`src/sv/ort_pkg.sv`:
```
package ort_pkg;

    localparam int COORD_W = 8;
    localparam int DIST_W  = 18;
    localparam int ERR_W   = 10;

    localparam logic [2:0] CMD_MARK_HIT  = 3'd0;
    localparam logic [2:0] CMD_MARK_FREE = 3'd1;
    localparam logic [2:0] CMD_CAST_RAY  = 3'd2;
    localparam logic [2:0] CMD_READ_CELL = 3'd3;
    localparam logic [2:0] CMD_CLEAR     = 3'd4;

    localparam logic [1:0] CLS_UNKNOWN = 2'd0;
    localparam logic [1:0] CLS_FREE    = 2'd1;
    localparam logic [1:0] CLS_OCC     = 2'd2;

    localparam logic CFG_DMIN = 1'b0;
    localparam logic CFG_DMAX = 1'b1;

    typedef enum logic [3:0] {
        S_CLEAR,
        S_IDLE,
        S_CELL_RD,
        S_CELL_WR,
        S_LOAD,
        S_STEP,
        S_RD,
        S_CHK,
        S_DONE
    } t_state;

    typedef struct packed {
        logic load;
        logic step;
    } t_walk_ctl;

endpackage

```
`src/sv/ort_walker.sv`:
```
module ort_walker (
    input  logic                       i_clk,
    input  ort_pkg::t_walk_ctl         i_ctl,
    input  logic [ort_pkg::COORD_W-1:0] i_sx,
    input  logic [ort_pkg::COORD_W-1:0] i_sy,
    input  logic [ort_pkg::COORD_W-1:0] i_ex,
    input  logic [ort_pkg::COORD_W-1:0] i_ey,
    output logic [ort_pkg::COORD_W-1:0] o_x,
    output logic [ort_pkg::COORD_W-1:0] o_y,
    output logic [ort_pkg::DIST_W-1:0]  o_dist,
    output logic                       o_done
);
    import ort_pkg::*;

    logic signed [COORD_W:0]  dx, dy;
    logic [COORD_W-1:0]       ax, ay;
    logic signed [1:0]        ix, iy;
    logic signed [ERR_W-1:0]  err_sub;
    logic signed [COORD_W:0]  rel_x, rel_y;
    logic [COORD_W-1:0]       mag_x, mag_y;
    logic [2*COORD_W-1:0]     sq_x, sq_y;

    logic [COORD_W-1:0]       r_x, r_y, r_sx, r_sy;
    logic [COORD_W-1:0]       r_slow, r_fast, r_j;
    logic signed [1:0]        r_ddx, r_ddy, r_pdx, r_pdy;
    logic signed [ERR_W-1:0]  r_err;
    logic [DIST_W-1:0]        r_dist;

    always_comb begin
        dx = $signed({1'b0, i_ex}) - $signed({1'b0, i_sx});
        dy = $signed({1'b0, i_ey}) - $signed({1'b0, i_sy});
        ax = dx[COORD_W] ? COORD_W'(-dx) : dx[COORD_W-1:0];
        ay = dy[COORD_W] ? COORD_W'(-dy) : dy[COORD_W-1:0];
        ix = dx[COORD_W] ? -2'sd1 : ((dx != 0) ? 2'sd1 : 2'sd0);
        iy = dy[COORD_W] ? -2'sd1 : ((dy != 0) ? 2'sd1 : 2'sd0);
        err_sub = r_err - $signed({2'b00, r_slow});
        rel_x = $signed({1'b0, r_x}) - $signed({1'b0, r_sx});
        rel_y = $signed({1'b0, r_y}) - $signed({1'b0, r_sy});
        mag_x = rel_x[COORD_W] ? COORD_W'(-rel_x) : rel_x[COORD_W-1:0];
        mag_y = rel_y[COORD_W] ? COORD_W'(-rel_y) : rel_y[COORD_W-1:0];
        sq_x  = mag_x * mag_x;
        sq_y  = mag_y * mag_y;
    end

    always_ff @(posedge i_clk) begin
        // sum of squared offsets from the start, registered from the current position
        r_dist <= DIST_W'(sq_x) + DIST_W'(sq_y);
        if (i_ctl.load) begin
            r_x   <= i_sx;
            r_y   <= i_sy;
            r_sx  <= i_sx;
            r_sy  <= i_sy;
            r_ddx <= ix;
            r_ddy <= iy;
            r_j   <= '0;
            if (ax > ay) begin
                r_pdx  <= ix;
                r_pdy  <= 2'sd0;
                r_slow <= ay;
                r_fast <= ax;
                r_err  <= $signed({2'b00, ax >> 1});
            end else begin
                r_pdx  <= 2'sd0;
                r_pdy  <= iy;
                r_slow <= ax;
                r_fast <= ay;
                r_err  <= $signed({2'b00, ay >> 1});
            end
        end else if (i_ctl.step) begin
            r_j <= r_j + 1'b1;
            if (err_sub < 0) begin
                r_err <= err_sub + $signed({2'b00, r_fast});
                r_x   <= r_x + COORD_W'(r_ddx);
                r_y   <= r_y + COORD_W'(r_ddy);
            end else begin
                r_err <= err_sub;
                r_x   <= r_x + COORD_W'(r_pdx);
                r_y   <= r_y + COORD_W'(r_pdy);
            end
        end
    end

    assign o_x    = r_x;
    assign o_y    = r_y;
    assign o_dist = r_dist;
    assign o_done = (r_j == r_fast);

endmodule

```
`config.mk`:
```
export PLATFORM = sky130hd
export DESIGN_NAME = ort_walker
export DESIGN_NICKNAME = d
export VERILOG_FILES = /design/src/sv/ort_pkg.sv /design/src/sv/ort_walker.sv
export SDC_FILE = /design/constraint.sdc
export NUM_CORES = 1
export LEC_CHECK = 0
export BUFFER_PORTS_ARGS = -buffer_cell sky130_fd_sc_hd__buf_2
export CAP_MARGIN = 20
export CORE_ASPECT_RATIO = 0.9
export CORE_UTILIZATION = 55
export CTS_CLUSTER_DIAMETER = 50
export CTS_CLUSTER_SIZE = 40
export DETAILED_ROUTE_END_ITERATION = 12
export HOLD_SLACK_MARGIN = 0.12
export PLACE_DENSITY = 0.73
export SKIP_CTS_REPAIR_TIMING = 1
export SLEW_MARGIN = 30
export SYNTH_ARGS = -nofsm -noshare
export SYNTH_HDL_FRONTEND = slang
export SYNTH_SLANG_ARGS = --single-unit
```
`constraint.sdc`:
```
create_clock -name i_clk -period 8 [get_ports i_clk]
set_input_delay 0.4 -clock i_clk [delete_from_list [all_inputs] [get_ports i_clk]]
set_output_delay 0.4 -clock i_clk [all_outputs]
set_load 0.02 [all_outputs]
```
==> flow_results.org, run 1 <==
** Synthesis
- Seq/Total Area, Yosys :: 23.4%
- The Yosys step of the flow raised 0 warnings.
- The cell area that synthesis handed to floorplanning was 0.0106 mm2.
- Count of different cell masters after synthesis :: slightly below 80
- Number of enable-type register cells in the synthesized netlist :: 66
- Synthesis inferred ~90 register bits.
- Average cell area after synthesis :: 9.33 um2
- Most used flip-flop cell after synthesis :: edfxtp_1
- Counting every net in the synthesized netlist gives around 1400.
- Async set or reset register ratio after synthesis :: 0%
- Synthesis produced between 1000 and 1500 cells.

** Worst setup path
- STA classifies the critical path endpoint as a flop.
- STA classifies the critical path startpoint as a flop.
- Most frequent CP cell :: fa_1
- Delay contributed by the slowest stage of the critical path :: 540 ps
- The slowest stage of the critical path belongs to the cell fa_1.
- Arrival time of the worst setup path :: slightly below 8000 ps
- Along the worst path, the maximum fanout reaches 4.
- The worst setup path is of the reg2reg kind.
- Endpoint required time on the critical path :: around 8200 ps

** Timing
- Period utilisation layout :: 94.2%
- Setup violation total in the final timing report :: 0
- The number of hold violations in the final report was 0.
- Worst clock skew on the final layout :: 4.70 ps
- Final hold analysis gives a worst-case slack of between 200 and 300 ps.
- Pin slew with the least headroom to its limit :: ~940 ps
- Maximum operating frequency :: roughly 130 MHz
- The number of pins exceeding their max-slew limit in the final report came to 0.
- The worst pin sits at a relative slew slack of between 30% and 40%.
- Final Critical Period :: 7540 ps

** Routing
- Number of DRC markers after the initial detailed-route iteration :: approximately 610
- The detailed router put a total of 11000 um of wire on met1.
- The routed layout has roughly 8000 vias.
- Number of vias per cell after detailed routing :: 5.58
- After detailed routing, the total wire length is 23400 um.
- In this run the remaining antenna-violating nets after routing total 0.
- Met2 Routed Length :: approximately 11000 um
- Signal routing reaches up to met4.
- Detailed-router iteration count before antenna repair :: 7
- Met3 WL :: around 1500 um
- For this run, design rule violations remaining after detail routing come to 0.
- After detailed routing, the average wire length per cell comes to about 16 um.

** Global routing
- Wire length of the first global-routing pass :: 39400 um
- Maximum number of pins on one net before global-route repair :: 79
- Initial antenna violation count :: 0
- Across every metal layer, demand over resource in global routing totals between 20% and 30%.
- After global routing the overflow that remains totals 0.
- Number of global-route vias before repair :: 8174

** Clock tree
- # H-tree levels :: 3
- Total clock buffers created by CTS :: 9
- The tree is rooted in a clkbuf_16.
- Clock-pin slew was measured on the worst setup and hold paths at 60 ps.
- The tree built by TritonCTS fans out to just over 90 sinks.
- Maximum clock path buffer count :: 2
- Clock tree from TritonCTS :: yes
- At the later pin of the worst-skew pair, clock insertion delay measures 350 ps.

** Place
- After legalization and detailed placement, the total HPWL measured 19100 um.
- The count of buffers added on input and output ports is between 60 and 70.
- At the end of routability-driven placement, the weighted congestion stood at between 0.9 and 1.

** Cells and area
- Commonest cells after routing, fill and taps aside :: 169 x inv_1, 130 x ha_1, 122 x nor2_1
- Of the cells placed in the final design, the portion with a size suffix greater than 1 is 12.7%.
- The library cell used most frequently in the layout, excluding fill and tap cells, is inv_1.
- The net count of the finished layout is 1461.
- The repair_antennas step left the layout with diodes totalling 0.
- Relative to the synthesized area, the layout overhead comes to 9.56%.

** Die
- The die covers a little under 0.02 mm2.
- Core outline area :: 0.0186 mm2
- IO Count :: 70
- Die width :: 148 um
- The die is 134 um tall.
- The initial utilization of the core area, before any placement, comes to 56.8%.
- Number of cell rows :: 47

** Flow run
- The tool flagged a number of max-cap violations equal to 0.

** Hold path
- Hold Path Class :: in2reg

** Outcome
- Result of the run :: complete, no violations
## cells in the mapped netlist, drive strengths merged, types with 7 or more instances
cell / n / area, um2
nand2: 64 / 240
o21bai: 7 / 52.6
o21ai: 48 / 240
o21a: 19 / 143
or3: 7 / 43.8
dfxtp: 25 / 500
edfxtp: 66 / 1980
nor2: 123 / 464
xnor2: 55 / 519
and3: 11 / 68.8
a21o: 20 / 150
nor2b: 9 / 56.3
nor3: 15 / 80.1
inv: 176 / 661
xor2: 32 / 280
mux2i: 16 / 176
or2: 8 / 50.1
mux2: 8 / 90.1
o31ai: 8 / 101
nand3: 12 / 60.1
fa: 84 / 1680
a21oi: 64 / 332
a211oi: 22 / 203
clkbuf: 11 / 41.3
buf: 8 / 48.8
ha: 130 / 1630
## critical path: cells and delay by family, from the launching register on
kind | cells | cell delay (ps)
adder cells (fa/ha/maj) | 9 | 3890
AO/OA/AOI/OAI | 10 | 1830
XOR/XNOR | 2 | 560
flip-flops | 1 | 430
buffers and inverters | 6 | 350
AND/OR/NAND/NOR | 2 | 320
## cell families (layout without fill, tap and decap cells)
logic type,Yosys count,in the layout,share of synthesized area (%)
AOI/OAI and AO/OA,243,243,16.0
xor gates and xnor gates,87,87,7.55
adders and majority gates,214,214,31.2
buffers and inverters,195,275,7.09
DFF,91,91,23.4
muxes,24,24,2.52
other,1,1,0.0354
and+or+nand+nor,280,280,12.1
## area by class of cell
cell class	instances	area, um2
clock buffers	10	229
clock inverters	4	43.8
fillers	1573	7040
inverters	176	661
multi-input cells	849	7410
flip-flops and latches	91	2480
well taps	245	307
repair buffers	85	468
## state kept, by name, summed over array words and instances (netlist names), 8 cells and up
| name | flops |
|---|---|
| o_dist | 17 |
| o_x | 8 |
| o_y | 8 |
| r_err | 10 |
| r_fast | 8 |
| r_j | 8 |
| r_slow | 8 |
| r_sx | 8 |
| r_sy | 8 |
## per-layer routing
layer / vias up / track usage (%)
li1: 4041 / -
met1: 3835 / 35.3
met2: 251 / 40.2
met3: 22 / 3.94
met4: 0 / 6.53
met5: - / 0
## per-stage QoR
| step | cells | util [%] | TNS [ps] | worst slack, ps | area, um2 |
|---|---|---|---|---|---|
| after global routing | 1460 | 62.2 | -0.0409 | -0.0409 | 11600 |
| after global placement | 1441 | 60.3 | 0 | 353 | 11200 |
| after CTS | 1455 | 61.7 | 0 | 205 | 11500 |
| after floorplan | 1135 | - | 0 | 630 | 10600 |
| final | 1460 | 62.2 | 0 | 461 | 11600 |
| after detailed placement | 1441 | 60.3 | 0 | 236 | 11200 |
## final timing paths
| path | from | end | slack [ps] | cells after the start |
|---|---|---|---|---|
| worst max-delay path | o_x[0]$_DFFE_PP_ | o_dist[16]$_DFF_P_ | 460 | 29 |
| worst min-delay path | i_sx[7] | r_sx[7]$_DFFE_PP_ | 250 | 1 |
| worst max register to register | o_x[0]$_DFFE_PP_ | o_dist[16]$_DFF_P_ | 460 | 29 |
| worst min register to register | r_j[7]$_SDFFE_PP0P_ | r_j[7]$_SDFFE_PP0P_ | 510 | 2 |
Power of run 1 is not shown: default switching activity piles up to over one toggle a cycle in this logic, so the estimate is an artifact.
==> run 2: changes to the inputs <==
- RECOVER_POWER: unset -> 50
==> run 2 against run 1 <==
Net effect:
- the flow now finishes with violations (max-capacitance violations, max-slew violations)
- design area fell by 0.52%
- via count rose by 0.27%
- worst hold slack improved by 35 ps
- largest cell class unchanged
- clock skew up 1.5 ps
- fmax grew 0.16%
- flip-flop and latch count unchanged
- first-iteration DRC count increased by 3.1%
- setup slack gained 12 ps
- critical endpoint unchanged
- sequential share of layout area rose by 0.11 points
- register-to-register slack is essentially flat
==> flow_results.org, run 2 (same netlist as run 1, synthesis figures left out) <==
** Place
- Routability-driven placement congestion ratio :: about 0.91
- Pre-CTS WS :: roughly 240 ps
- Dpl hpwl :: 19100 um
- Placement Cell Area :: 0.0112 mm2
- During placement, the flow inserted port buffers numbering 68.

** Clock tree
- Clock tree synthesis inserted a total of 9 buffers.
- # H-tree levels :: 3
- Maximum clock path buffer count :: 2
- Counting every sink on the clock net gives between 90 and 100.
- Library cell used as clock root buffer :: clkbuf_16
- Clock-pin slew was measured on the worst setup and hold paths at about 60 ps.
- The later pin in the worst-skew pair is clocked with a latency of 350 ps.
- Clock tree from TritonCTS :: yes

** Die
- Core outline area :: 0.0186 mm2
- Starting density of the core :: 56.8%
- Number of cell rows :: 47
- The die covers ~0.020 mm2.
- IO Count :: 70
- The die is ~130 um tall.
- The die is approximately 150 um wide.

** Global routing
- Summed over all layers, the global routing overflow is 0.
- Entering global routing, the biggest net connects between 70 and 80 pins.
- Initial antenna violation count :: 0
- Global routing consumed, over all layers together, about 25% of the routing resources.
- Wire length of the first global-routing pass :: around 40000 um
- The via count of the first global-routing pass is 8174.

** Hold path
- Endpoint of the worst hold path :: r_sx[7]$_DFFE_PP_
- In this run the most critical hold path is launched from i_sx[7].
- The min-delay analysis places its worst path in the category in2reg.
- Counting instances, the worst hold path has a depth of 1.

** Cells and area
- Number of flip-flops under the largest register name :: 17
- Measured on the finished design, the core utilization comes to between 60% and 70%.
- # diodes :: 0
- Leaving out fill and tap cells, the most frequent cell in the layout is inv_1.
- Total number of nets in the final design :: between 1000 and 1500
- From synthesis to final layout, the design area changed by 8.99%.
- Non-Filler Cell Area, Final :: around 0.012 mm2
- Fraction of final layout cells sized beyond drive strength 1 :: under 10%
- Commonest cells after routing, fill and taps aside :: 169 x inv_1, 130 x ha_1, 122 x nor2_1

** Routing
- DRT antenna net count :: 0
- The first routing iteration left ~630 violations.
- Vias post-DR :: between 8000 and 9000
- Number of vias per cell after detailed routing :: ~5.6
- Before antenna repair, the detailed router went through 5 iterations.
- Wire per inst :: approximately 16 um
- Number of remaining DRC errors :: 0
- After detailed routing, the total wire length is between 20000 and 25000 um.

** Timing
- On the final layout, the worst clock skew is between 6 and 7 ps.
- Setup violation total in the final timing report :: 0
- Slack of the critical path :: 473 ps
- Max-slew violations :: between 100 and 150
- Final Critical Period :: ~7500 ps
- Worst hold margin :: roughly 290 ps
- Number of failing hold endpoints at the final stage :: 0
- Pin slew with the least headroom to its limit :: 3800 ps
- Relative slew slack :: -153%
- Static timing analysis puts the maximum clock frequency at around 130 MHz.
- Period utilisation layout :: 94.1%

** Worst setup path
- STA classifies the critical path startpoint as a flop.
- On the worst path, the slowest cell contributes a delay of 540 ps.
- The endpoint identified for the worst register-to-register timing path is o_dist[16]$_DFF_P_.
- Maximum fanout along the worst path :: 4
- Counting stages on the worst path, the most repeated cell is fa_1.
- Critical path class :: reg2reg
- Count of buffer and inverter cells on the critical path :: 6
- In this design, the largest share of critical-path delay is due to adder cells.
- The worst register-to-register path begins at o_x[0]$_DFFE_PP_.
- R2R setup slack :: around 470 ps
- Arrival time of the worst setup path :: between 7000 and 8000 ps
- Cell type of the slowest stage on the worst timing path :: fa_1
- STA classifies the critical path endpoint as a flop.
- Measured in cells, the most critical reg-to-reg path has a length of 29.
- Endpoint required time on the critical path :: around 8200 ps

** Outcome
- The checks that failed: max-capacitance violations, max-slew violations.
- Result of the run :: finished, violations left

** Flow run
- Number of max-cap violations :: 2
## run 2: worst max path at each step
stage                                 from                 end  slack, ps  cells past startpoint
after floorplan           o_y[0]$_DFFE_PP_  o_dist[16]$_DFF_P_        630                     27
after global placement    o_x[0]$_DFFE_PP_  o_dist[16]$_DFF_P_        350                     30
after detailed placement  o_x[0]$_DFFE_PP_  o_dist[16]$_DFF_P_        240                     30
after CTS                 o_x[0]$_DFFE_PP_  o_dist[16]$_DFF_P_        200                     30
after global routing      o_x[0]$_DFFE_PP_  o_dist[16]$_DFF_P_         -4                     29
final                     o_x[0]$_DFFE_PP_  o_dist[16]$_DFF_P_        470                     29
## run 2: area by class of cell
class                           instances  area, um2
Multi-Input combinational cell        849       7410
Clock buffer                           10        229
Timing Repair Buffer                   85        408
Sequential cell                        91       2480
Clock inverter                          4       43.8
Fill cell                            1591       7100
Inverter                              176        661
Tap cell                              245        307
## run 2: metal layers
metal	global-route usage [%]	wire length, um	up-vias
li1	-	-	4041
met1	35.3	11200	3875
met3	3.94	1320	22
met2	40.2	10500	233
met5	0	0	-
met4	6.53	386	0
## run 2: through the flow
stage | cells | TNS [ps]
after floorplan | 1135 | 0
after global placement | 1441 | 0
after detailed placement | 1441 | 0
after CTS | 1455 | 0
after global routing | 1460 | -3.96
final | 1460 | 0
Power of run 2 is left out for the same reason.
==> run 3: changes to the inputs <==
- ABC_AREA: unset -> 1
==> run 3 against run 2 <==
Net effect:
- the flow still finishes with violations (max-capacitance violations, max-slew violations)
- critical path type unchanged
- critical endpoint is now o_dist[15]$_DFF_P_
- count of clock-buffer cells in the layout unchanged
- synthesized area increased by 1.7%
- synthesized cell count is 18% higher
- non-clock buffer count down 14
- setup slack improved by 500 ps
- register-to-register slack better by 500 ps
==> flow_results.org, run 3 <==
** Timing
- The smallest clock period supported by the final layout is computed as approximately 7000 ps.
- Worst clock skew on the final layout :: approximately 9.3 ps
- Period utilisation layout :: between 80% and 90%
- Maximum operating frequency :: between 100 and 150 MHz
- The worst pin sits at a relative slew slack of -122%.
- RSZ-0062 raised after global routing :: no
- The number of hold violations in the final report came to 0.
- Max-slew violations :: 63
- After routing, the total negative slack on setup checks comes to 0 ps.
- Pin slew with the least headroom to its limit :: around 3300 ps
- Setup violations remaining at the end of the flow were counted as 0.

** Worst setup path
- In this run the critical register-to-register path is launched from o_x[0]$_DFFE_PP_.
- The largest single stage delay on the critical path is about 550 ps.
- Setup slack on the worst reg-to-reg path comes out at slightly below 1000 ps.
- STA classifies the critical path endpoint as a flop.
- Of all nets on the critical path, the largest fanout is 6.
- Arrival time of the worst setup path :: 7270 ps
- Worst Setup Start Kind :: flop
- Length in cells of the worst reg-to-reg path :: 32
- Critical path class :: reg2reg
- The largest individual stage delay along the critical path comes from the cell fa_1.
- Endpoint required time on the critical path :: 8250 ps
- In this run the critical register-to-register path is captured at o_dist[15]$_DFF_P_.

** Die
- In this run the standard cell core region covers between 0.015 and 0.02 mm2.
- The floorplan step set the die width to ~150 um.
- Die H :: around 130 um
- Starting density of the core :: between 50% and 60%
- Number of cell rows :: 48
- Total Die Area :: 0.0201 mm2
- IO Count :: 70

** Hold path
- Hold Path Class :: in2reg
- Along the worst hold path, the cell count comes to 1.
- The path with the worst hold slack has its endpoint at r_sx[4]$_DFFE_PP_.
- The worst hold path begins at i_sx[4].

** Cells and area
- The post-route netlist has roughly 7.9% of its cells at a drive strength greater than 1.
- Leaving out fill and tap cells, the most frequent cell in the layout is nand2_1.
- Number of flip-flops under the largest register name :: 17
- The layout has between 1500 and 2000 filler cells.
- # diodes :: 0
- From synthesis to final layout, the design area changed by 7.79%.
- Total number of nets in the final design :: 1653
- Summing all non-filler instances in the final layout gives an area of between 0.01 and 0.015 mm2.
- In the layout the commonest cells are 269 x nand2_1, 258 x inv_1, 130 x ha_1.

** Global routing
- In the global route stage, overall resource usage came out at between 20% and 30%.
- The initial antenna violation count came to 0.
- Number of global-route vias before repair :: ~8200
- Wire length of the first global-routing pass :: 39000 um
- Summed over all layers, the global routing overflow is 0.
- Maximum number of pins on one net before global-route repair :: 63

** Synthesis
- Average cell area after synthesis :: between 8 and 9 um2
- Leading post-synthesis cells by instance count :: 268 x nand2_1, 258 x inv_1, 130 x ha_1
- Async set or reset register ratio after synthesis :: 0%
- Count of different cell masters after synthesis :: 48
- Seq/Total Area, Yosys :: a little under a quarter
- Summed instance area of the synthesized netlist :: around 0.011 mm2
- Among all flip-flop cells after synthesis, the most frequent one is edfxtp_1.
- During synthesis, Yosys emitted a total of 0 warnings.
- Sorting the synthesized cells by area gives the leading types as edfxtp_1 18%, fa_1 16%, ha_1 15%.
- Net count of the mapped netlist :: between 1500 and 2000
- Counting flops and latches in the post-synthesis netlist gives 91.
- After technology mapping, the gate count stands at between 1000 and 1500.
- Number of enable-type register cells in the synthesized netlist :: 66
- Top-count cell post-synth :: nand2_1
- Biggest area consumer among synthesized cells :: edfxtp_1
- Share of the synthesized area in the top cell type :: a little under a fifth

** Place
- Routability-driven placement congestion ratio :: around 0.94
- After legalization and detailed placement, the total HPWL measured between 15000 and 20000 um.
- In this run the cell area measured after placement is roughly 0.011 mm2.
- # port buffers :: 68

** Clock tree
- The clock net in this run drives a total of 91 sinks.
- At the later pin of the worst-skew pair, clock insertion delay measures 360 ps.
- Clock tree from TritonCTS :: yes
- The H-tree was split into 3 levels.
- Worst-path clk slew :: 70 ps
- Buffers inserted during clock tree synthesis total 9.
- The cell sitting at the root of the clock tree is a clkbuf_16.
- Maximum clock path buffer count :: 2

** Flow run
- Number of max-cap violations :: 1

** Outcome
- The final reports fail on max-capacitance violations, max-slew violations.
- Result of the run :: finished, violations left

** Routing
- For this run, design rule violations remaining after detail routing come to 0.
- Number of vias per cell after detailed routing :: around 5.3
- In this run the remaining antenna-violating nets after routing total 0.
- Sum of routed wire length over all layers :: between 20000 and 25000 um
- Number of DRC markers after the initial detailed-route iteration :: 648
- For this run, the detailed router's first-pass iteration total came to 5.
- The highest layer touched by signal routing is met4.
- For this block, the via count after detailed routing is a little under 9000.
- For this block, wires on met1 add up to 11200 um.
- In the final routed layout, each cell accounts on average for 14.3 um.
- Met3 WL :: between 1500 and 2000 um
- Detailed routing placed a total of around 11000 um of wire on met2.
## run 3: per-layer routing
layer  vias to the layer above  GRT usage, %
met5                         -             0
met4                         0          5.95
met3                        25          4.73
met2                       259          39.1
met1                      4044          34.6
li1                       4403             -
## run 3: how the worst max path moves through the flow
| stage | startpoint | endpoint | slack, ps | cells after the start |
|---|---|---|---|---|
| floorplan | o_y[0]$_DFFE_PP_ | o_dist[15]$_DFF_P_ | 1320 | 31 |
| global placement | o_y[0]$_DFFE_PP_ | o_dist[15]$_DFF_P_ | 1170 | 31 |
| detailed placement | o_x[0]$_DFFE_PP_ | o_dist[15]$_DFF_P_ | 970 | 32 |
| CTS | o_x[0]$_DFFE_PP_ | o_dist[15]$_DFF_P_ | 980 | 32 |
| global route | o_x[0]$_DFFE_PP_ | o_dist[15]$_DFF_P_ | 490 | 32 |
| finish | o_x[0]$_DFFE_PP_ | o_dist[15]$_DFF_P_ | 970 | 32 |
## run 3: cell type report
| class | instances | area (um2) | area share (%) |
|---|---|---|---|
| inverters | 277 | 1040 | 8.98 |
| repair buffers | 71 | 300 | 2.59 |
| well taps | 250 | 313 | 2.70 |
| flip-flops and latches | 91 | 2480 | 21.4 |
| clock inverters | 6 | 72.6 | 0.626 |
| multi-input cells | 954 | 7160 | 61.7 |
| clock buffers | 10 | 229 | 1.97 |
## run 3: cells by family (layout without fill, tap and decap cells)
family,after synthesis,count (layout),synth area share (%)
and+or+nand+nor,527,527,22.4
AOI/OAI and AO/OA,155,155,8.05
adders and majority gates,214,214,30.7
buffers and inverters,291,364,10.4
other,1,1,0.0348
DFF,91,91,23.1
xor gates and xnor gates,57,57,5.34
## run 3: metrics by stage
step | std cells | setup WS, ps | hold WS (ps) | utilization, %
CTS | 1659 | 980 | 222 | 60.9
finish | 1659 | 975 | 234 | 60.5
global placement | 1643 | 1170 | 471 | 59.3
global route | 1659 | 487 | 226 | 60.5
detailed placement | 1643 | 973 | 470 | 59.3
floorplan | 1336 | 1320 | 453 | -
## run 3: worst max-delay path, delay by kind of cell (launching register included)
family                   cells  cell delay (ps)
adder cells (fa/ha/maj)      9             3910
AND/OR/NAND/NOR             10             1050
buffers and inverters        8              550
XOR/XNOR                     2              510
AO/OA/AOI/OAI                3              450
flip-flops                   1              420
Power of run 3 is left out for the same reason.
